File: src/rtl/core/rvss_pkg.sv
`default_nettype none

package rvss_pkg;

	localparam int XLEN       = 32;
	localparam int NREGS      = 32;
	localparam int RIDX_W     = $clog2(NREGS);
	localparam int DMEM_WORDS = 4096;
	localparam int DMEM_AW    = $clog2(DMEM_WORDS);

	localparam logic [6:0] OPC_R      = 7'h33;
	localparam logic [6:0] OPC_I      = 7'h13;
	localparam logic [6:0] OPC_LOAD   = 7'h03;
	localparam logic [6:0] OPC_STORE  = 7'h23;
	localparam logic [6:0] OPC_BRANCH = 7'h63;
	localparam logic [6:0] OPC_JALR   = 7'h67;

	localparam logic [XLEN-1:0] JUMP_MASK = 32'hFFFF_FFFE;

	localparam logic [1:0] ST_OK      = 2'd0;
	localparam logic [1:0] ST_HALT    = 2'd1;
	localparam logic [1:0] ST_ILLEGAL = 2'd2;

	typedef struct packed {
		logic [1:0]        status;
		logic [XLEN-1:0]   next_pc;
		logic              wb_valid;
		logic [RIDX_W-1:0] wb_index;
		logic [XLEN-1:0]   wb_value;
		logic              store_valid;
		logic [XLEN-1:0]   store_addr;
		logic [XLEN-1:0]   store_data;
	} res_t;

endpackage

`default_nettype wire

File: src/rtl/core/rvss_exec.sv
`default_nettype none

module rvss_exec import rvss_pkg::*; (
	input  wire logic [XLEN-1:0] instr,
	input  wire logic [XLEN-1:0] pc,
	input  wire logic            halted,
	input  wire logic [XLEN-1:0] op_a,
	input  wire logic [XLEN-1:0] op_b,
	output res_t                 res,
	output logic                 is_load
);

	logic [6:0]        opc;
	logic [RIDX_W-1:0] rd;
	logic [XLEN-1:0]   immi;
	logic [XLEN-1:0]   imms;
	logic [XLEN-1:0]   immb;
	logic [XLEN-1:0]   pc_inc;
	logic              wb;
	logic [XLEN-1:0]   val;

	assign opc    = instr[6:0];
	assign rd     = instr[11:7];
	assign immi   = {{20{instr[31]}}, instr[31:20]};
	assign imms   = {{20{instr[31]}}, instr[31:25], instr[11:7]};
	assign immb   = {{19{instr[31]}}, instr[31], instr[7], instr[30:25], instr[11:8], 1'b0};
	assign pc_inc = pc + XLEN'(4);

	always_comb begin
		res             = '0;
		res.status      = ST_OK;
		res.next_pc     = pc_inc;
		is_load         = 1'b0;
		wb              = 1'b0;
		val             = '0;
		if (halted || instr == '0) begin
			res.status  = ST_HALT;
			res.next_pc = pc;
		end else begin
			unique case (opc)
				OPC_R: begin
					wb = 1'b1;
					if (instr[12]) begin
						val = $unsigned($signed(op_a) >>> op_b[4:0]);
					end else if (instr[14]) begin
						val = op_a ^ op_b;
					end else if (instr[30]) begin
						val = op_a - op_b;
					end else begin
						val = op_a + op_b;
					end
				end
				OPC_I: begin
					wb  = 1'b1;
					val = instr[14] ? (op_a & immi) : (op_a + immi);
				end
				OPC_LOAD: begin
					wb             = 1'b1;
					is_load        = 1'b1;
					res.store_addr = op_a + immi;
				end
				OPC_STORE: begin
					res.store_valid = 1'b1;
					res.store_addr  = op_a + imms;
					res.store_data  = op_b;
				end
				OPC_BRANCH: begin
					if ($signed(op_a) < $signed(op_b)) begin
						res.next_pc = pc + immb;
					end
				end
				OPC_JALR: begin
					wb          = 1'b1;
					val         = pc_inc;
					res.next_pc = (op_a + immi) & JUMP_MASK;
				end
				default: begin
					res.status = ST_ILLEGAL;
				end
			endcase
		end
		if (wb && rd != '0) begin
			res.wb_valid = 1'b1;
			res.wb_index = rd;
			res.wb_value = val;
		end
	end

endmodule

`default_nettype wire

File: config.mk
export PLATFORM = sky130hd
export DESIGN_NAME = rvss_exec
export DESIGN_NICKNAME = d
export VERILOG_FILES = /design/src/rtl/core/rvss_pkg.sv /design/src/rtl/core/rvss_exec.sv
export SDC_FILE = /design/constraint.sdc
export NUM_CORES = 1
export LEC_CHECK = 0
export BUFFER_PORTS_ARGS = -buffer_cell sky130_fd_sc_hd__buf_2
export CORE_MARGIN = 3
export CORE_UTILIZATION = 59
export DETAILED_ROUTE_END_ITERATION = 8
export PLACE_DENSITY_LB_ADDON = 0.25
export SYNTH_ARGS = -nofsm -noshare
export SYNTH_HDL_FRONTEND = slang
export SYNTH_SLANG_ARGS = --single-unit
File: constraint.sdc
create_clock -name vclk -period 4.7
set_clock_uncertainty 0.15 [all_clocks]
set_input_delay 0.47 -clock vclk [all_inputs]
set_output_delay 0.47 -clock vclk [all_outputs]
set_load 0.05 [all_outputs]
Word-level counts from Yosys, hierarchy flattened:

Cells that the tools add are included.

* bits in registers: 0
* bits in latches: 0
* memory bits (writable): 0
* memory bits (read-only): 0
* bits of input ports: 129
* output and inout port bits: 138
* logic and storage cells: 41
* memories kept: 0

* add/subtract/negate cells: 6
* multipliers: 0
* div/mod/pow operators: 0
* magnitude comparators: 1
* equal/unequal tests: 6
* shift-type cells: 1
* mux-type cells: 19
* bitwise operators: 2
* reductions and logical operators: 6

Operators by type and width (count)
* $mux 32: 7
* $add 32x32->32: 4
* $pmux 32 s2: 2
* $pmux 32 s3: 1
* $mux 65: 1
* $mux 38: 1
* $mux 34: 1
* $add 32x3->32 const B: 1
* $and 32x32->32: 1
* $logic_not 32->1: 1
* $lt 32x32->1: 1
* $sshr 32x5->32: 1
* $sub 32x32->32: 1
* $xor 32x32->32: 1
* $eq 7x6->1 const B: 2
* $eq 7x7->1 const B: 2
* $eq 7x2->1 const B: 1
* $eq 7x5->1 const B: 1
* $reduce_or 6->1: 1
* $mux 1: 5
* $reduce_bool 5->1: 1
* $reduce_or 4->1: 1
* $mux 2: 1
* $logic_and 1x1->1: 1
* $logic_or 1x1->1: 1

Logic depth before layout (Yosys ltp):

* depth after elaboration: 7
* gate-level depth with buffers: 15
* mapped depth without buffers: 13

Least setup slack after synthesis:

OpenSTA, ideal clock, no wires.

* path type: input port to output port
* start point: in op_b[3]
* end point: out res[120] in the netlist's numbering
* arrival: 4225 ps
* data required time: 4080 ps
* slack: -145 ps
* cell stages on the path: 14
* buffers on the path: 3
* cells stage by stage: clkbuf_1 > clkinv_1 > clkbuf_1 > ha_1 > o21ai_0 > a31oi_1 > o211ai_1 > o211ai_1 > nand3_1 > nand2_1 > a21o_1 > clkbuf_1 > a222oi_1 > o21ai_0

RTL lines
* start: declaration: RTL line rvss_exec.sv:8 `input wire logic [XLEN-1:0] op_b,`
* end: declaration: RTL line rvss_exec.sv:9 `output res_t res,`

==> impl_results.md <==
- Area taken by flip-flops and latches: 0 um^2
- Static power due to leakage: 6.485 nW
- First-pass iteration count of the detailed router: 9
- Total power per unit cell area: 137.2 nW/um^2
- Fraction of layout instances using a drive strength above 1: 0.1899
- Arrival time of the worst setup path: 4030 ps
- Slowest library cell on the worst path: a31oi_1
- Hold WC Path Type: in -> out
- Cell-internal power: 0.0006670 W
- Final TNS setup: 0 ps
- Final cell area excluding filler cells: 14330 um^2
- Net switching power: 0.001299 W
- CP Class: in -> out
- Yosys cell types: 90
- Startpoint type of the worst setup path: input pin
- Total die area: 23290 um^2
- Syn nets: 2251
- Vert. Die Dim: 152.6 um
- Post-Synthesis Cell Area: 12680 um^2
- Clock power frac: 0
- Clock period minus worst slack: 4645 ps
- Switching portion of total power: 0.6608
- Die X-Extent: 152.6 um
- Hold Path Stages: 3
- Row count: 53
- Setup repair after global routing missed its margin: yes
- Dpl hpwl: 46630 um
- Setup crit end kind: output pin
- Worst VDD drop: 0.1066 mV
- Syn-to-layout area delta: 12.97%
- Required arrival time at the worst endpoint: 4080 ps
- Biggest cell delay along the critical path: 470 ps
- Crit Path Max Fanout: 5
- Sequential fraction of the synthesis area: 0
- Comb power frac: 1.000
- Slew of the pin with the lowest slew margin: 843.4 ps
- Number of buffers inserted by hold repair at cts: 0
- Average footprint of a synthesized cell: 6.387 um^2
- Placed inst area: 14310 um^2
- Result of the run: finished, violations left
- Violated checks: DRC
- Max-slew violation total from the final report: 0
- Warning count from the yosys run: 0
- Count of input and output buffers: 267
- Sequential cell count of the final layout: 0
- Antenna violations before repair: 2
- Capture endpoint of the worst hold path: res[99]
- Wire length of the first global-routing pass: 88260 um
- Setup Buffers After CTS: 0
- Max-cap check violation count: 0
- Antenna Violating Nets Remaining: 0
- Critical Path, Cell by Cell: buf_2 -> ha_1 -> fa_1 -> a211oi_1 -> o21bai_1 -> a21oi_1 -> o21bai_1 -> a31oi_1 -> xnor2_2 -> mux2i_1 -> o22ai_1 -> a21oi_1 -> o32ai_1 -> buf_2
- GPL Wtd Cong: 1.088
- Final critical-path share of the clock period: 0.9883
- # IOs: 267
- Synthesized netlist cell count: 1986
- # DRC: 23
- Startpoint of the most critical hold path: halted
- Iter 0 DRT Violations: 3129
- Vias in the first global route: 15510
- Diode insertion count for antenna repair: 0
- Sequential group share of total power: 0
- Worst slew margin relative to its limit: 0.4318
- Initial core utilization: 0.6015
- Clock tree buffer count of the final layout: 0
- Overall track demand over capacity in global routing: 0.4606
- Placeable Area: 21090 um^2
- Vias after detailed routing: 17670
- Global-route congestion overflow total: 0
- Final Setup Violations: 0
- Routed wire per std cell: 23.69 um
- Maximum frequency from static timing analysis: 0.2153 GHz
- Post-detailed-routing wire length: 58420 um
- Vias per std cell: 7.164
- Hold violation count in the final report: 0
- Final nets: 2458
- Largest net degree at the start of global routing: 55
power groups by stage:
stage / clock (W) / combinational, W / sequential, W
after floorplan: 0 / 0.00130 / 0
after global placement: 0 / 0.00185 / 0
after detailed placement: 0 / 0.00187 / 0
after CTS: 0 / 0.00188 / 0
after global routing: 0 / 0.00208 / 0
final: 0 / 0.00197 / 0
per-stage QoR:
stage                       util  power, W  setup slack [ps]  hold slack [ps]  std cells
after floorplan                -  0.001304             38.22            904.8       1986
after global routing      0.6795  0.002081            -40.95             1216       2466
after global placement    0.6788  0.001848             289.8             1185       2466
final                     0.6795  0.001966             54.89             1186       2466
after CTS                 0.6788  0.001880             184.1             1189       2466
after detailed placement  0.6788  0.001870             197.9             1187       2466
layout by cell type (no fill, tap or decap), drive strengths merged, types with 31 or more instances in the layout:
master and n:
buf 342, nor2 227, a21oi 219, nand2 218, o21ai 189, ha 131
inv 90, xnor2 77, a21o 47, nor3 45, xor2 40, nand3 38
o22ai 31
cells in the mapped netlist, drive strengths merged, types with 25 or more instances:
| cell type | n | area share |
|---|---|---|
| nor2 | 227 | 0.067 |
| a21oi | 219 | 0.088 |
| nand2 | 218 | 0.065 |
| o21ai | 189 | 0.075 |
| ha | 131 | 0.13 |
| clkbuf | 98 | 0.032 |
| inv | 90 | 0.027 |
| xnor2 | 77 | 0.053 |
| a21o | 47 | 0.028 |
| nor3 | 45 | 0.019 |
| xor2 | 40 | 0.028 |
| buf | 39 | 0.021 |
| nand3 | 38 | 0.015 |
| o22ai | 31 | 0.015 |
| a31oi | 27 | 0.013 |
| nand4 | 27 | 0.013 |
| a22oi | 26 | 0.015 |
| a221oi | 25 | 0.018 |
| mux2i | 25 | 0.020 |
logic make-up (layout without fill, tap and decap cells):
| group | after synthesis | in the layout | synth area share |
|---|---|---|---|
| AOI/OAI and AO/OA | 772 | 772 | 0.3935 |
| xor gates and xnor gates | 117 | 117 | 0.08079 |
| adders and majority gates | 136 | 136 | 0.1371 |
| buffers and inverters | 230 | 435 | 0.07990 |
| and+or+nand+nor | 673 | 673 | 0.2402 |
| muxes | 58 | 58 | 0.06855 |
final cells by class:
class / count / area, um^2
fill: 1899 / 6758
inverter: 93 / 349.1
multi-input combinational: 1756 / 11710
tap: 275 / 344.1
timing repair buffer: 342 / 1924
metal layers:
metal,global-route usage,routed length (um),vias to the layer above
met3,0.1275,9671,288
li1,-,-,7831
met4,0.1875,3591,2
met1,0.6498,22160,7859
met2,0.6586,22990,1687
met5,0,12,-
worst max-delay path by stage:
stage               from  endpoint  slack, ps  depth (start not counted)
6_report         op_a[0]   res[91]         50                         14
5_1_grt          op_a[0]   res[91]        -40                         14
4_1_cts        instr[31]  res[133]        180                         12
3_5_place_dp   instr[31]  res[133]        200                         12
3_3_place_gp     op_a[0]   res[91]        290                         14
2_1_floorplan    op_b[3]  res[106]         40                         13
critical path: cells and delay by family:
kind            cells  cell delay, ps
buf+inv             2             480
xor+xnor            1             220
fa+ha+maj           2             680
mux                 1             120
compound gates      8            2050
timing repair:
| item | in CTS | in global routing |
|---|---|---|
| hold endpoints to repair | 0 | 0 |
| gates resized for setup | 0 | 4 |
| endpoints found under the setup margin | 0 | 9 |
No activity file was read; power rests on OpenSTA's default activity.
