==> src/rtl/core/rvss_ram.sv <==
`default_nettype none

module rvss_ram #(
	parameter int WIDTH = 32,
	parameter int DEPTH = 32
) (
	input  wire logic                     clk,
	input  wire logic                     we,
	input  wire logic [$clog2(DEPTH)-1:0] waddr,
	input  wire logic [WIDTH-1:0]         wdata,
	input  wire logic                     re,
	input  wire logic [$clog2(DEPTH)-1:0] raddr,
	output logic      [WIDTH-1:0]         rdata
);

	logic [WIDTH-1:0] mem [DEPTH];

	always_ff @(posedge clk) begin
		if (we) begin
			mem[waddr] <= wdata;
		end
		if (re) begin
			rdata <= mem[raddr];
		end
	end

endmodule

`default_nettype wire

==> config.mk <==
export PLATFORM = sky130hd
export DESIGN_NAME = rvss_ram
export DESIGN_NICKNAME = d
export VERILOG_FILES = /design/src/rtl/core/rvss_ram.sv
export SDC_FILE = /design/constraint.sdc
export NUM_CORES = 1
export LEC_CHECK = 0
export BUFFER_PORTS_ARGS = -buffer_cell sky130_fd_sc_hd__buf_2
export CAP_MARGIN = 5
export CORE_AREA = 5 5 287 289
export CTS_BUF_LIST = sky130_fd_sc_hd__clkbuf_8 sky130_fd_sc_hd__clkbuf_16
export CTS_CLUSTER_DIAMETER = 120
export CTS_CLUSTER_SIZE = 12
export DETAILED_ROUTE_END_ITERATION = 6
export DIE_AREA = 0 0 292 294
export PLACE_DENSITY = 0.65
export SLEW_MARGIN = 20
export SYNTH_ARGS = -nofsm -noshare
export SYNTH_HDL_FRONTEND = slang
export SYNTH_SLANG_ARGS = --single-unit
==> constraint.sdc <==
create_clock -name clk -period 3.65 [get_ports clk]
set_clock_uncertainty 0.2 [all_clocks]
set_input_delay 0.5475 -clock clk [delete_from_list [all_inputs] [get_ports clk]]
set_output_delay 0.5475 -clock clk [all_outputs]
set_load 0.01 [all_outputs]
Word-level counts from Yosys, hierarchy flattened
Memories as Yosys holds them, arrays and structs flattened. A register that Yosys moved wholly into a read port is not among the register bits.
Index checks and enable logic that the tools add are counted.
Operators by class
  mux-type cells: 2
Operators with widths (number)
  $mux W1: 2
Storage, ports and cells
  register bits after elaboration: 0
  bits in writable memories: 1024
  input port bits: 45
  output and inout bits: 32
  logic and storage cells: 3
  memories kept: 1
Memory list
  mem: depth 32, bits a word 32, read ports 1, clocked after memory_dff 1, wr ports 1, RTL line 16  | logic [WIDTH-1:0] mem [DEPTH];

Logic depth before layout (Yosys ltp)
Gate-level depths: netlist of run 1.
  word-level depth: 2
  mapped depth: 8
  mapped depth without buffers: 5

Least setup slack after synthesis of run 1
Ideal clock, no wire load.
  path type: input to register
  start point: in waddr[1]
  end point: mem mem[12][0], enable pin
  setup time: 0.421 ns
  data arrival time: 2.560 ns
  data required time: 3.029 ns
  setup slack: 0.468 ns
  stages: 3
  buffers on the path: 1
  cell sequence: or3b_2 > clkbuf_1 > nor2_1
RTL lines
  from (decl): RTL line 9  | input wire logic [$clog2(DEPTH)-1:0] waddr,
  to (decl): RTL line 16
Straight into the memory's write port.

==> results of run 1 <==
-- cell usage after synthesis --
master and count:
mux2i_1 512, nand2b_1 2, buf_4 33, clkbuf_4 2, buf_6 15, or3b_2 3, edfxtp_1 1056, nor2b_1 1
clkbuf_1 46, or2_2 1, a21oi_1 96, and2_1 1, nor2_1 34, nand3b_1 5, nor3_1 32, a31oi_1 32
buf_1 5, a22o_1 64, or3_1 1, and2b_1 1, nand2_1 98, nand3_1 98, a22oi_1 96, buf_2 26
-- cells in the final DEF, fill, tap and decap left out, drive strengths merged --
cell type	Yosys	layout
nand3	98	98
nor2b	1	1
nand3b	5	5
a22oi	96	96
nor2	34	34
a31oi	32	32
a22o	64	64
or3b	3	3
buf	79	176
or2	1	1
nor3	32	32
or3	1	1
a21oi	96	96
clkbuf	48	100
nand2b	2	2
clkinv	0	1
edfxtp	1056	1056
and2	1	1
and2b	1	1
inv	0	1
mux2i	512	512
diode	0	2
nand2	98	98
-- routing by layer --
metal	vias up	wire (um)
met1	10870	40680
li1	9246	-
met2	834	47910
met3	182	7023
met4	8	2939
met5	-	47
-- per-stage QoR --
stage | std cells | total power [W]
after CTS | 3471 | 0.02379
after detailed placement | 3369 | 0.01514
after floorplan | 2260 | 0.01454
after global placement | 3369 | 0.01511
after global routing | 3472 | 0.02438
final | 3473 | 0.02362
-- final cells by class --
type	instances	area, um^2	share of cell area [%]
tap	1060	1326	2.895
clock inverter	2	25.02	0.05463
sequential	1056	31710	69.23
timing repair buffer	176	1629	3.556
multi-input combinational	1077	8610	18.79
antenna	2	5.005	0.01093
clock buffer	100	2502	5.463
-- how the worst max path moves through the flow --
stage	slack (ns)	cells after the start	to
after floorplan	0.47	3	mem[12][0]
after global placement	0.68	8	rdata[12]
after detailed placement	0.62	8	rdata[12]
after CTS	1.31	8	rdata[12]
after global routing	1.20	8	rdata[12]
final	1.27	8	rdata[12]
-- report_power, final --
group,switching (W),internal [W]
registers,0.0000589,0.0135
logic,0.000854,0.000433
clock network,0.00394,0.00479
-- registers in the layout (all words and copies together), names as in the netlist --
signal  cells
rdata      32
mem      1024
-- worst max-delay path: cells and delay by family --
family          cells  cell delay [ns]
buf+inv             3             0.91
compound gates      2             0.48
simple gates        2             0.34
mux                 1             0.21
-- cell families after synthesis --
| family | after synthesis | synth area share, % |
|---|---|---|
| AND/OR/NAND/NOR | 277 | 3.076 |
| multiplexers | 512 | 12.56 |
| flip-flops | 1056 | 77.71 |
| buffers and inverters | 127 | 1.846 |
| AO/OA/AOI/OAI | 288 | 4.808 |
==> metrics.cfg, run 1 <==
[sta]
fin_ws_ns = 1.265
hold_ws_ns = 0.2094
worst_pin_slew_ns = 1.006
drv_slew = 0
rsz0062_at_grt = false
finalHoldViolCount = 0
layout_min_cycle_time_ns = 2.385
finalSetupTns_ns = 0
slew_headroom_pct = 32.68
setup_violations = 0
fmax_mhz = 419.3
period_share_pct = 65.33

[setup_path]
critical-path-max-stage-delay_ns = 0.41
crit_path_start_kind = input pin
arrival_ns = 2.50
path_cells = buf_8 > buf_12 > buf_4 > mux2i_1 > a22o_1 > nor3_1 > a31oi_1 > nand3_1
slowest_stage = buf_8
cp-end-kind = register
reg2reg_to = rdata[14]
reg2reg_from = mem[7][14]
crit_fanout = 45
required_ns = 3.76
crit_type = in2reg
crit_start = raddr[0]
rrSetupSlack_ns = 1.77
reg2regPathDepth = 5

[worst_hold_path]
hold_start = wdata[6]
min_to = mem[23][6]
hold_path_depth = 1
min_path_type = in2reg

[floorplan]
std_cell_rows = 104
die_area_um2 = 85850
die_w_um = 292
die_h_um = 294
coreArea_um2 = 79640
pin_count = 77
start_util_pct = 51.24

[place]
hpwlAfterDp_um = 54320
placedInstanceArea_um2 = 43280
place_congestion = 0.7768
io_buffers = 76
place_ws_ns = 0.6156

[cts]
cts_buffers = 97
tritoncts = yes
worstSkewPairLatency_ns = 0.64
clockBufferDepth = 3
cts_hold_buffers = 0
clk_pin_slew_ns = 0.06
post_cts_buffers = 0
postCtsResizedCells = 0
htreeDepth = 3
cts_root_buf = clkbuf_16
cts.sinks = 1056

[global_routing]
grt_util_all_layers_pct = 22.64
antenna_found_initial = 9
grt_pass1_wl_um = 143000
globalRouteMet1Util_pct = 31.36
grt_pass1_vias = 21300
overflow = 0
grt.met2_usage_pct = 37.07
top_usage_layer = met2
grt_max_degree = 92
grtUsageMet3_pct = 3.842

[run_status]
status = finished, final reports clean

[synthesis]
synth_nets = 2305
yosys-top-cells-area = edfxtp_1 (78%), mux2i_1 (13%), a22oi_1 (1.8%)
netlist_area_um2 = 40810
postSynthAreaPerCell_um2 = 18.06
synth_seq_cells = 1056
synth.largest_area_cell = edfxtp_1
syn_inst = 2260
yosysSeqAreaShare_pct = 77.71
yosysUniqueCellTypes = 24
yosysWarnings = 0
synth_top_area_share_pct = 77.71

[layout]
n_fill_cell = 5955
finish.utilization_pct = 57.52
nets = 2453
drive_gt1_share_pct = 13.31
area_growth_pct = 12.26
post-route-cell-area_um2 = 45810

[detailed_routing]
viasPerCell = 6.086
via_count = 21140
postRouteAntennaNets = 0
drt_iter0_markers = 2203
drc = 0
finalWirelength_um = 98590
first_pass_iters = 6
routedWlPerCell_um = 28.39

[job]
drv_cap = 0

[pwr]
p_per_area_nw_per_um2 = 515.6
ir_drop_mv = 0.3294
p_leak_nw = 15.82

Power figures use the tool's default switching activity.
==> inputs of run 2 (changes only) <==
Settings changed: ABC_AREA set to 1, CORE_AREA 5 5 287 289 to 5 5 293 295, DIE_AREA 0 0 292 294 to 0 0 298 300, PLACE_DENSITY 0.65 to 0.68.
Clock period 3.65 ns to 2.05 ns, I/O delays scaled along.
==> run 2 against run 1 <==
Effect of this change: hold slack got worse by 0.18 ns; synthesized area rose by 4.7%; sequential cell count unchanged; via count is 32% higher; routed wire length grew 17%; final area up 6.5%; worst setup slack got worse by 1.1 ns; synthesized cell count grew 56%; final cell count grew 38%; count of clock-buffer cells in the layout unchanged; utilization increased by 1.4 points; largest cell class unchanged.
==> metrics.cfg, run 2 <==
[cts]
cts_buffers = 97
cts.sinks = 1056
tritoncts = yes
worstSkewPairLatency_ns = 0.64
cts_root_buf = clkbuf_16
clk_pin_slew_ns = 0.06
htreeDepth = 3
clockBufferDepth = 3

[global_routing]
grt_max_degree = 81
antenna_found_initial = 5
grt_pass1_wl_um = 171400
grt_pass1_vias = 26970
overflow = 0
grt_util_all_layers_pct = 25.56

[worst_hold_path]
hold_start = wdata[29]
min_path_type = in2reg

[pwr]
p_leak_nw = 17.88
p_clk_share_pct = 36.6
totalPowerFinal_w = 0.04291
ir_drop_mv = 0.6558
p_switching_w = 0.009310
swShare_pct = 21.70
p_per_area_nw_per_um2 = 879.2
seq_power_share_pct = 56.4
pwr-share-comb_pct = 7.0
cell_internal_pwr_w = 0.03360

[sta]
slew_headroom_pct = 57.87
layout_min_cycle_time_ns = 1.933
setup_violations = 0
finalSetupTns_ns = 0
rsz0062_at_grt = false
period_share_pct = 94.28
fmax_mhz = 517.4
hold_ws_ns = 0.02695
drv_slew = 0
worst_pin_slew_ns = 0.6320
finalHoldViolCount = 0

[detailed_routing]
viasPerCell = 5.830
drc = 0
drt_iter0_markers = 3150
via_count = 27960
routedWlPerCell_um = 24.02
postRouteAntennaNets = 0
finalWirelength_um = 115200
first_pass_iters = 5

[synthesis]
synthTopCellsByCount = nand2_1 (1,440), edfxtp_1 (1,056), nand3_1 (780), buf_2 (83), buf_6 (66)
yosysUniqueCellTypes = 13
yosysSeqAreaShare_pct = 74.22
synth_edf_count = 1056
yosysWarnings = 0
async_flop_share_pct = 0
synth-main-ff-cell = edfxtp_1
synth_seq_cells = 1056
yosys-top-cells-area = edfxtp_1 (74%), nand2_1 (13%), nand3_1 (9.1%)
syn_inst = 3536
synth_nets = 3581
synth_most_common_cell = nand2_1
synth_top_area_share_pct = 74.22
postSynthAreaPerCell_um2 = 12.08
netlist_area_um2 = 42730
synth.largest_area_cell = edfxtp_1

[setup_path]
crit_path_start_kind = register
path_buf_inv = 1
crit_start = rdata[19]
crit_type = reg2out
critical-path-max-stage-delay_ns = 0.56
crit_fanout = 2
required_ns = 1.54
cp-end-kind = output pin
reg2reg_from = mem[31][21]
path_cells = buf_2
slowest_stage = edfxtp_1
arrival_ns = 1.43
cpLargestDelayFamily = flip-flops
rrSetupSlack_ns = 0.58

[layout]
largestRegisters = mem x1024, rdata x32
post-route-cell-area_um2 = 48800
n_fill_cell = 6405
area_growth_pct = 14.22
nets = 3756
layout_common_cells = nand2_1 (1,440), edfxtp_1 (1,056), nand3_1 (780), buf_12 (108), clkbuf_16 (100)
drive_gt1_share_pct = 10.82
largest_reg_flops = 1024
top_register = mem
final_common_cell = nand2_1
final_cell_count_no_fill = 4796

[place]
dp_cells = 4662
placedInstanceArea_um2 = 45970
io_buffers = 76
place_congestion = 0.7966
hpwlAfterDp_um = 64270

[run_status]
status = finished, final reports clean

[job]
drv_cap = 0

[floorplan]
std_cell_rows = 106
coreArea_um2 = 82890
die_h_um = 300
die_area_um2 = 89400
pin_count = 77
start_util_pct = 51.54
die_w_um = 298

-- run 2: cell types whose count changed after synthesis, moves of 22 or more --
cell	delta
a22oi_1	-96
mux2i_1	-512
nand2_1	+1342
a31oi_1	-32
a21oi_1	-96
nand3_1	+682
a22o_1	-64
nor3_1	-32
clkbuf_1	-22
buf_2	+57
buf_6	+51
-- run 2: final cells by class --
cell class	instances	area (um^2)	area share, %
clock inverters	2	25.02	0.05128
inverters	10	67.56	0.1384
multi-input cells	2252	9669	19.81
flip-flops and latches	1056	31710	64.98
well taps	1080	1351	2.769
repair buffers	294	3472	7.114
clock buffers	100	2502	5.128
diodes	2	5.005	0.01026
-- run 2: power by group through the flow --
stage,registers [W],clock network (W),logic [W]
floorplan,0.0246,0,0.00166
global placement,0.0247,0,0.00291
detailed placement,0.0247,0,0.00295
CTS,0.0242,0.0159,0.00301
global route,0.0242,0.0167,0.00331
finish,0.0242,0.0157,0.00302
-- run 2: worst paths after layout --
kind / endpoint / cells past startpoint
max: rdata[19] / 1
min: mem[11][29] / 1
min reg2reg: rdata[30] / 8
max reg2reg: rdata[21] / 8
-- run 2: what timing repair did --
action                    4_1_cts  5_1_grt
hold endpoints to repair      895        0
gates resized for setup         0        0
setup buffers                   0        0
hold buffers                   30        0
-- run 2: cells by family (layout without fill, tap and decap cells) --
family	count (synthesis)	count (layout)	share of synthesized area [%]
other	0	2	0
and+or+nand+nor	2252	2252	22.07
DFF	1056	1056	74.22
buffers and inverters	228	406	3.713
-- run 2: routing by layer --
layer	track usage (%)	up-vias	share of wire, %
met2	41.69	1391	48
met4	8.385	6	3.3
met1	35.25	13680	40
met3	4.766	230	9.3
met5	0	-	0.042
li1	-	12660	-
-- run 2: stage by stage --
stage                     utilization [%]  setup slack [ns]
final                               58.88            0.1172
after global routing                58.87            0.1335
after CTS                           58.87            0.1092
after detailed placement            55.46           0.05576
after global placement              55.46           0.07388
after floorplan                         -           -0.1610
