`config.mk`:
```
export PLATFORM = sky130hd
export DESIGN_NAME = rvss_outq
export DESIGN_NICKNAME = d
export VERILOG_FILES = /design/src/rtl/core/rvss_pkg.sv /design/src/rtl/core/rvss_outq.sv
export SDC_FILE = /design/constraint.sdc
export NUM_CORES = 1
export LEC_CHECK = 0
export ABC_AREA = 1
export BUFFER_PORTS_ARGS = -buffer_cell sky130_fd_sc_hd__buf_2
export CORE_ASPECT_RATIO = 0.6
export CORE_MARGIN = 2
export CORE_UTILIZATION = 56
export CTS_CLUSTER_DIAMETER = 150
export DETAILED_ROUTE_END_ITERATION = 16
export PLACE_DENSITY = 0.83
export SLEW_MARGIN = 20
export SYNTH_ARGS = -nofsm -noshare
export SYNTH_HDL_FRONTEND = slang
export SYNTH_SLANG_ARGS = --single-unit
```
`constraint.sdc`:
```
create_clock -name clk -period 11 [get_ports clk]
set_input_delay 2.2 -clock clk [delete_from_list [all_inputs] [get_ports clk]]
set_output_delay 2.2 -clock clk [all_outputs]
set_load 0.02 [all_outputs]
```
`src/rtl/core/rvss_pkg.sv`:
```
`default_nettype none

package rvss_pkg;

	localparam int XLEN       = 32;
	localparam int NREGS      = 32;
	localparam int RIDX_W     = $clog2(NREGS);
	localparam int DMEM_WORDS = 4096;
	localparam int DMEM_AW    = $clog2(DMEM_WORDS);

	localparam logic [6:0] OPC_R      = 7'h33;
	localparam logic [6:0] OPC_I      = 7'h13;
	localparam logic [6:0] OPC_LOAD   = 7'h03;
	localparam logic [6:0] OPC_STORE  = 7'h23;
	localparam logic [6:0] OPC_BRANCH = 7'h63;
	localparam logic [6:0] OPC_JALR   = 7'h67;

	localparam logic [XLEN-1:0] JUMP_MASK = 32'hFFFF_FFFE;

	localparam logic [1:0] ST_OK      = 2'd0;
	localparam logic [1:0] ST_HALT    = 2'd1;
	localparam logic [1:0] ST_ILLEGAL = 2'd2;

	typedef struct packed {
		logic [1:0]        status;
		logic [XLEN-1:0]   next_pc;
		logic              wb_valid;
		logic [RIDX_W-1:0] wb_index;
		logic [XLEN-1:0]   wb_value;
		logic              store_valid;
		logic [XLEN-1:0]   store_addr;
		logic [XLEN-1:0]   store_data;
	} res_t;

endpackage

`default_nettype wire

```
`src/rtl/core/rvss_outq.sv`:
```
`default_nettype none

module rvss_outq import rvss_pkg::*; (
	input  wire logic clk,
	input  wire logic arst_n,
	input  wire logic push,
	input  wire res_t din,
	input  wire logic stall,
	output logic      valid,
	output res_t      dout,
	output logic      full
);

	logic [1:0] cnt_q;
	res_t       head_q;
	res_t       skid_q;
	logic       pop;

	assign valid = cnt_q != 2'd0;
	assign full  = cnt_q == 2'd2;
	assign pop   = valid && !stall;
	assign dout  = head_q;

	always_ff @(posedge clk or negedge arst_n) begin
		if (!arst_n) begin
			cnt_q <= 2'd0;
		end else begin
			case ({push, pop})
				2'b10:   cnt_q <= cnt_q + 2'd1;
				2'b01:   cnt_q <= cnt_q - 2'd1;
				default: cnt_q <= cnt_q;
			endcase
		end
	end

	always_ff @(posedge clk) begin
		if (full && pop) begin
			head_q <= skid_q;
		end else if (push && (cnt_q == 2'd0 || pop)) begin
			head_q <= din;
		end
		if (push && cnt_q == 2'd1 && !pop) begin
			skid_q <= din;
		end
	end

endmodule

`default_nettype wire

```
**Yosys cells after proc, flatten, opt, wreduce, memory -nomap -nowiden**

Cells that the tools add are included.

- Register bits after elaboration: 276
- Bits of input ports: 141
- Output and inout bits: 139
- Word-level logic and storage cells: 38

- $add $sub $neg: 2
- Eq/ne operators: 4
- Multiplexer cells: 3
- Reduce and logical (&&, ||, !) cells: 12

Operator list:

| cell | number |
|---|---|
| $mux 137 | 2 |
| $reduce_bool 2->1 | 3 |
| $logic_and 1x1->1 | 5 |
| $eq 2x1->1 const B | 2 |
| $eq 2x2->1 const B | 2 |
| $pmux 2 s2 | 1 |
| $add 2x1->2 const B | 1 |
| $logic_not 1->1 | 2 |
| $logic_not 2->1 | 1 |
| $sub 2x1->2 const B | 1 |
| $logic_or 1x1->1 | 1 |

**Longest topological paths before layout**

Gate-level depths: netlist of the first run.

- Word-level depth: 6
- Depth in mapped cells: 8
- Depth with buffers taken out: 7

**Worst setup path before layout of the first run**

No wires, ideal clock.

- Path type: input port to flip-flop
- From: input port stall
- To: register skid_q[0] (netlist bit), enable pin
- Library setup time: 637 ps
- Arrival time: 7,980 ps
- Data required time: 10,363 ps
- Setup slack: 2,383 ps
- Stages: 2
- Path buffers: 0
- Cells stage by stage: nor2_1 -> nor2_1

- Word-level cells in the longest chain between the ends: 4

Ends and longest elaborated chain:

| what | RTL line | text |
|---|---|---|
| from (decl) | rvss_outq.sv:8 | `input wire logic stall,` |
| $logic_not 1->1 | rvss_outq.sv:21 | `assign pop = valid && !stall;` |
| $logic_and 1x1->1 | rvss_outq.sv:21 |  |
| $logic_not 1->1 | rvss_outq.sv:42 | `if (push && cnt_q == 2'd1 && !pop) begin` |
| $logic_and 1x1->1 | rvss_outq.sv:42 |  |
| to (signal assigned) | rvss_outq.sv:43 | `skid_q <= din;` |
| to (decl) | rvss_outq.sv:16 | `res_t skid_q;` |

No other way between the ends.
A chain may end at the register's enable or synchronous reset.

**Worst setup path after layout of the first run**

- From: register cnt_q[0]
- To: register head_q, in the netlist dout[110], enable pin

- Word-level cells in the longest chain between the ends: 5
- Elaborated cells on any way between the ends: 8
- Classes of those cells: 1 x eq/ne; 7 x reduce/logical

Ends and longest elaborated chain:

| what | RTL line | text |
|---|---|---|
| from (decl) | rvss_outq.sv:14 | `logic [1:0] cnt_q;` |
| from (signal assigned) | rvss_outq.sv:29 | `2'b10: cnt_q <= cnt_q + 2'd1;` |
| from (signal assigned) | rvss_outq.sv:30 | `2'b01: cnt_q <= cnt_q - 2'd1;` |
| from (signal assigned) | rvss_outq.sv:31 | `default: cnt_q <= cnt_q;` |
| $reduce_bool 2->1 | rvss_outq.sv:19 | `assign valid = cnt_q != 2'd0;` |
| $logic_and 1x1->1 | rvss_outq.sv:21 |  |
| $logic_or 1x1->1 | rvss_outq.sv:39 | `end else if (push && (cnt_q == 2'd0 \|\| pop)) begin` |
| $logic_and 1x1->1 | rvss_outq.sv:39 |  |
| $reduce_bool 2->1 (no line) (*) | -- |  |
| to (signal assigned) | rvss_outq.sv:38 | `head_q <= skid_q;` |
| to (signal assigned) | rvss_outq.sv:40 | `head_q <= din;` |
| to (decl) | rvss_outq.sv:15 | `res_t head_q;` |

Mark *: on every way between the ends. The rest lies on a longest branch, timed or not.

==> results.yml, run 1 <==
run_status:
  status: "completed"
cells_and_area:
  design_area_mm2: 0.0127
  final_common_cell: "nand2_1"
  layout_common_cells: "nand2_1, buf_2, edfxtp_1"
  fin_nets: 1174
  syn_to_final_growth_pct: 21.7
  fin_util_pct: 69.8
  drive_gt1_share_pct: 30.8
clock_network:
  clk_latency_ns: 0.51
  cts.htree.levels: 1
  hold_buffers: 0
  post_cts_buffers: 0
  clockBufferDepth: 3
  cts.sinks: 276
  cts_made_buffers: 25
  clk_pin_slew_ns: 0.06
  cts_tree: "yes"
  cts_resized: 0
  cts_root_buf: "clkbuf_16"
sta:
  hold_violations: 0
  final.setup.tns_ns: 0
  slew_headroom_pct: 35.0
  fin_crit_ns: 4.76
  post-route-period-util_pct: 43.3
  fin_skew_ns: 0.0169
  fmax_ghz: 0.210
  rsz0062_at_grt: "false"
  setup_violations: 0
  worstMarginPinSlew_ns: 0.975
  drv_slew: 0
floorplan:
  dieArea_mm2: 0.0197
  io_pins: 280
  die_h_um: 110
  initial_utilization_pct: 57.4
  die_w_um: 180
  core_area_mm2: 0.0181
  fp-row-count: 38
place:
  numPortBuffers: 279
  hpwl_um: 14400
  dpl-instance-area_mm2: 0.0119
  place_congestion: 0.790
yosys:
  yosysUniqueCellTypes: 13
  synth_top_cell_area_share_pct: 79.2
  synthCells: 761
  synth.area.top_cells: "edfxtp_1, nand2_1, nand3_1"
  synth-seq-cells: 276
  synth_top_area_cell: "edfxtp_1"
  syn_area_mm2: 0.0104
  yosysWarnings: 0
  syn_nets: 906
  seq_area_frac_synth_pct: 79.7
  syn_avg_cell_area_um2: 13.7
worst_setup_path:
  cp_data_arrival_time_ns: 4.89
  critical_path_required_ns: 11.13
  path_class: "reg -> reg"
  cp-start-kind: "flop"
  worstSetupEndpointType: "flop"
  crit_fanout: 86
global_routing:
  grt_pass1_wl_um: 33800
  grtUsageTotal_pct: 22.0
  antenna_found_initial: 5
  grt_pass1_vias: 6335
  grt-ovfl-total: 0
  grt_start_max_net_pins: 90
pwr:
  p_leak_nw: 5.34
  peakVddDrop_v: 0.000193
  powerDensity_mw_per_mm2: 245
routing:
  wl_um: 22400
  viasPerCell: 5.22
  first_iter_violations: 640
  detail-route-antenna-nets: 0
  drc_errors: 0
  wire_per_inst_um: 17.4
  via_count: 6717
  dr.pass1.iters: 5
hold_path:
  min_path_type: "reg -> reg"
run:
  maxCapViolCount: 0
[synth_stat cells]
cell,count
buf_4,7
nor2_2,1
ha_1,4
edfxtp_1,274
nand3_1,141
buf_6,2
nor2_1,2
clkbuf_1,7
buf_2,29
o21ai_0,2
nand2_1,284
inv_1,6
dfrtp_1,2
[where the power goes]
part | internal, W | total, W | switching (W)
Sequential | 0.00146 | 0.00152 | 0.0000576
Clock | 0.000418 | 0.000773 | 0.000354
Combinational | 0.000197 | 0.000811 | 0.000614
[state kept, by name (all words and copies together), names as in the netlist]
register	cells
cnt_q	2
dout	137
skid_q	137
[metrics by stage]
stage | total power, W | hold slack (ns) | worst slack (ns) | std cells
2_1_floorplan | 0.00211 | 0.503 | 2.38 | 761
3_3_place_gp | 0.00233 | 0.525 | 6.05 | 1242
3_5_place_dp | 0.00236 | 0.535 | 5.98 | 1242
6_report | 0.00310 | 0.546 | 6.24 | 1288
5_1_grt | 0.00325 | 0.571 | 5.93 | 1285
4_1_cts | 0.00312 | 0.546 | 6.25 | 1285
[layer usage]
metal	part of all wire (%)	global-route usage [%]	vias up
li1	-	-	3222
met1	41	30.3	3144
met2	46	34.6	320
met3	12	8.05	27
met4	1.3	4.18	4
met5	0.11	0	-
[final cells by class]
type	instances	area, µm²
timing repair buffer	286	1450
antenna	3	7.51
sequential	276	8280
clock buffer	32	652
clock inverter	11	56.3
tap	240	300
fill	1277	5460
inverter	6	22.5
multi-input combinational	434	1890
[kinds of logic (layout without fill, tap and decap cells)]
group | after synthesis | in the layout | share of synthesized area [%]
AO/OA/AOI/OAI | 2 | 2 | 0.0963
flip-flops | 276 | 276 | 79.7
adder cells (fa/ha/maj) | 4 | 4 | 0.482
other | 0 | 3 | 0
AND/OR/NAND/NOR | 428 | 428 | 17.2
buffers and inverters | 51 | 335 | 2.59
[final timing paths]
path / startpoint / end / slack (ns) / cells past startpoint
setup / recovery: cnt_q[0]$_DFFE_PN0P_ / dout[110]$_DFFE_PP_ / 6.24 / 6
hold / removal: skid_q[42]$_DFFE_PP_ / dout[42]$_DFFE_PP_ / 0.55 / 2
setup reg to reg: cnt_q[0]$_DFFE_PN0P_ / dout[110]$_DFFE_PP_ / 6.24 / 6
hold reg to reg: skid_q[42]$_DFFE_PP_ / dout[42]$_DFFE_PP_ / 0.55 / 2
max in group asynchronous: arst_n / cnt_q[1]$_DFFE_PN0P_ / 9.44 / 1
min in group asynchronous: arst_n / cnt_q[0]$_DFFE_PN0P_ / 1.46 / 1
[critical path, cell delays in order (launching register included)]
cell,delay (ns)
dfrtp_1,0.40
inv_1,0.17
ha_4,0.56
buf_4,0.80
nand2_4,0.54
nand2_4,0.88
buf_4,0.82
Note: power is estimated with default switching activity, not from simulation.
==> inputs of run 2 (changes only) <==
--- a/config.mk
+++ b/config.mk
@@ -9,10 +9,10 @@
 export BUFFER_PORTS_ARGS = -buffer_cell sky130_fd_sc_hd__buf_2
 export CORE_ASPECT_RATIO = 0.6
 export CORE_MARGIN = 2
-export CORE_UTILIZATION = 56
+export CORE_UTILIZATION = 52
 export CTS_CLUSTER_DIAMETER = 150
 export DETAILED_ROUTE_END_ITERATION = 16
-export PLACE_DENSITY = 0.83
+export PLACE_DENSITY = 0.78
 export SLEW_MARGIN = 20
 export SYNTH_ARGS = -nofsm -noshare
 export SYNTH_HDL_FRONTEND = slang
==> constraint.sdc (replaced) <==
create_clock -name clk -period 4.9 [get_ports clk]
set_input_delay 0.98 -clock clk [delete_from_list [all_inputs] [get_ports clk]]
set_output_delay 0.98 -clock clk [all_outputs]
set_load 0.02 [all_outputs]
==> results.yml, run 2 (synthesis gave the netlist of run 1 again) <==
run_status:
  status: "completed"
routing:
  via_count: 6812
  wire_per_inst_um: 17.3
  first_iter_violations: 577
  drc_errors: 0
  viasPerCell: 5.18
  dr.pass1.iters: 4
  detail-route-antenna-nets: 0
  wl_um: 22800
floorplan:
  io_pins: 280
  initial_utilization_pct: 53.8
  die_w_um: 187
  core_area_mm2: 0.0193
  dieArea_mm2: 0.0212
  die_h_um: 114
  fp-row-count: 39
place:
  hpwl_um: 13900
  place_congestion: 0.781
  numPortBuffers: 279
  dpl-instance-area_mm2: 0.0120
worst_setup_path:
  critical_path_required_ns: 3.92
  path_class: "reg -> out"
  crit_fanout: 60
  worstSetupEndpointType: "output pin"
  cp-start-kind: "flop"
  ff2ff_path_depth: 7
  cp_data_arrival_time_ns: 2.10
run:
  maxCapViolCount: 0
sta:
  slew_headroom_pct: 36.6
  rsz0062_at_grt: "false"
  final.setup.tns_ns: 0
  hold_violations: 0
  post-route-period-util_pct: 62.8
  drv_slew: 0
  setup_violations: 0
  fin_skew_ns: 0.0211
  fmax_ghz: 0.325
  worstMarginPinSlew_ns: 0.951
  fin_crit_ns: 3.08
pwr:
  p_leak_nw: 5.39
  peakVddDrop_v: 0.000345
  powerDensity_mw_per_mm2: 558
clock_network:
  cts.sinks: 276
  clk_latency_ns: 0.52
  cts_tree: "yes"
  post_cts_buffers: 0
  clk_pin_slew_ns: 0.06
  cts_made_buffers: 25
  cts_resized: 0
  clockBufferDepth: 3
  hold_buffers: 0
  cts.htree.levels: 1
  cts_root_buf: "clkbuf_16"
cells_and_area:
  drive_gt1_share_pct: 31.2
  syn_to_final_growth_pct: 23.1
  fin_nets: 1175
  design_area_mm2: 0.0128
  final_common_cell: "nand2_1"
  layout_common_cells: "nand2_1, buf_2, edfxtp_1"
global_routing:
  grt_start_max_net_pins: 120
  grt_pass1_vias: 6500
  grt_pass1_wl_um: 35400
  grtUsageTotal_pct: 21.3
  grt-ovfl-total: 0
  antenna_found_initial: 5
hold_path:
  min_path_type: "in -> async"
[run 2: cell types whose count changed in the layout (fill, tap and decap cells not counted)]
cell       delta
buf_12        +2
clkinv_4      -1
buf_4         -1
clkinv_1      +1
clkbuf_1      -4
bufinv_16     +3
clkinv_2      +1
[run 2: layout make-up]
cell class / instances / area, µm²
multi-input cells: 434 / 1890
clock inverters: 15 / 146
repair buffers: 287 / 1480
flip-flops and latches: 276 / 8280
fillers: 1438 / 6530
inverters: 6 / 22.5
diodes: 3 / 7.51
well taps: 266 / 333
clock buffers: 28 / 637
[run 2: final timing paths]
kind	from	endpoint	slack, ns
setup reg to reg	cnt_q[0]$_DFFE_PN0P_	dout[37]$_DFFE_PP_	2.14
hold / removal	arst_n	cnt_q[0]$_DFFE_PN0P_	0.23
setup / recovery	cnt_q[0]$_DFFE_PN0P_	full	1.82
max in group asynchronous	arst_n	cnt_q[1]$_DFFE_PN0P_	4.57
hold reg to reg	skid_q[0]$_DFFE_PP_	dout[0]$_DFFE_PP_	0.55
min in group clk	skid_q[0]$_DFFE_PP_	dout[0]$_DFFE_PP_	0.55
[run 2: worst max-delay path, cell delays in order, from the launching register on]
cell and delay (ns):
dfrtp_1 0.40, inv_1 0.18, ha_4 0.18, buf_4 0.53, buf_2 0.28
[run 2: power breakdown]
part / internal, W / total (W) / switching [W]
Sequential: 0.00327 / 0.00340 / 0.000128
Clock: 0.00109 / 0.00189 / 0.000804
Combinational: 0.000453 / 0.00185 / 0.00139
Total: 0.00481 / 0.00714 / 0.00232
[run 2: stage by stage]
stage,instances,total power (W),utilization [%],setup WS (ns),hold WS [ns]
floorplan,761,0.00471,-,0.135,0.503
global placement,1269,0.00527,62.1,1.79,0.529
detailed placement,1269,0.00530,62.1,1.75,0.532
CTS,1312,0.00720,66.2,1.78,0.211
global route,1313,0.00747,66.2,1.71,0.216
finish,1315,0.00714,66.2,1.82,0.234
[run 2: layer usage]
| metal | up-vias | wire, µm | share of wire, % | GRT usage (%) |
|---|---|---|---|---|
| met5 | - | 13 | 0.057 | 0 |
| met4 | 2 | 529 | 2.3 | 5.45 |
| met3 | 40 | 2490 | 11 | 7.14 |
| met2 | 340 | 10400 | 46 | 32.8 |
| met1 | 3206 | 9350 | 41 | 29.7 |
| li1 | 3224 | - | - | - |
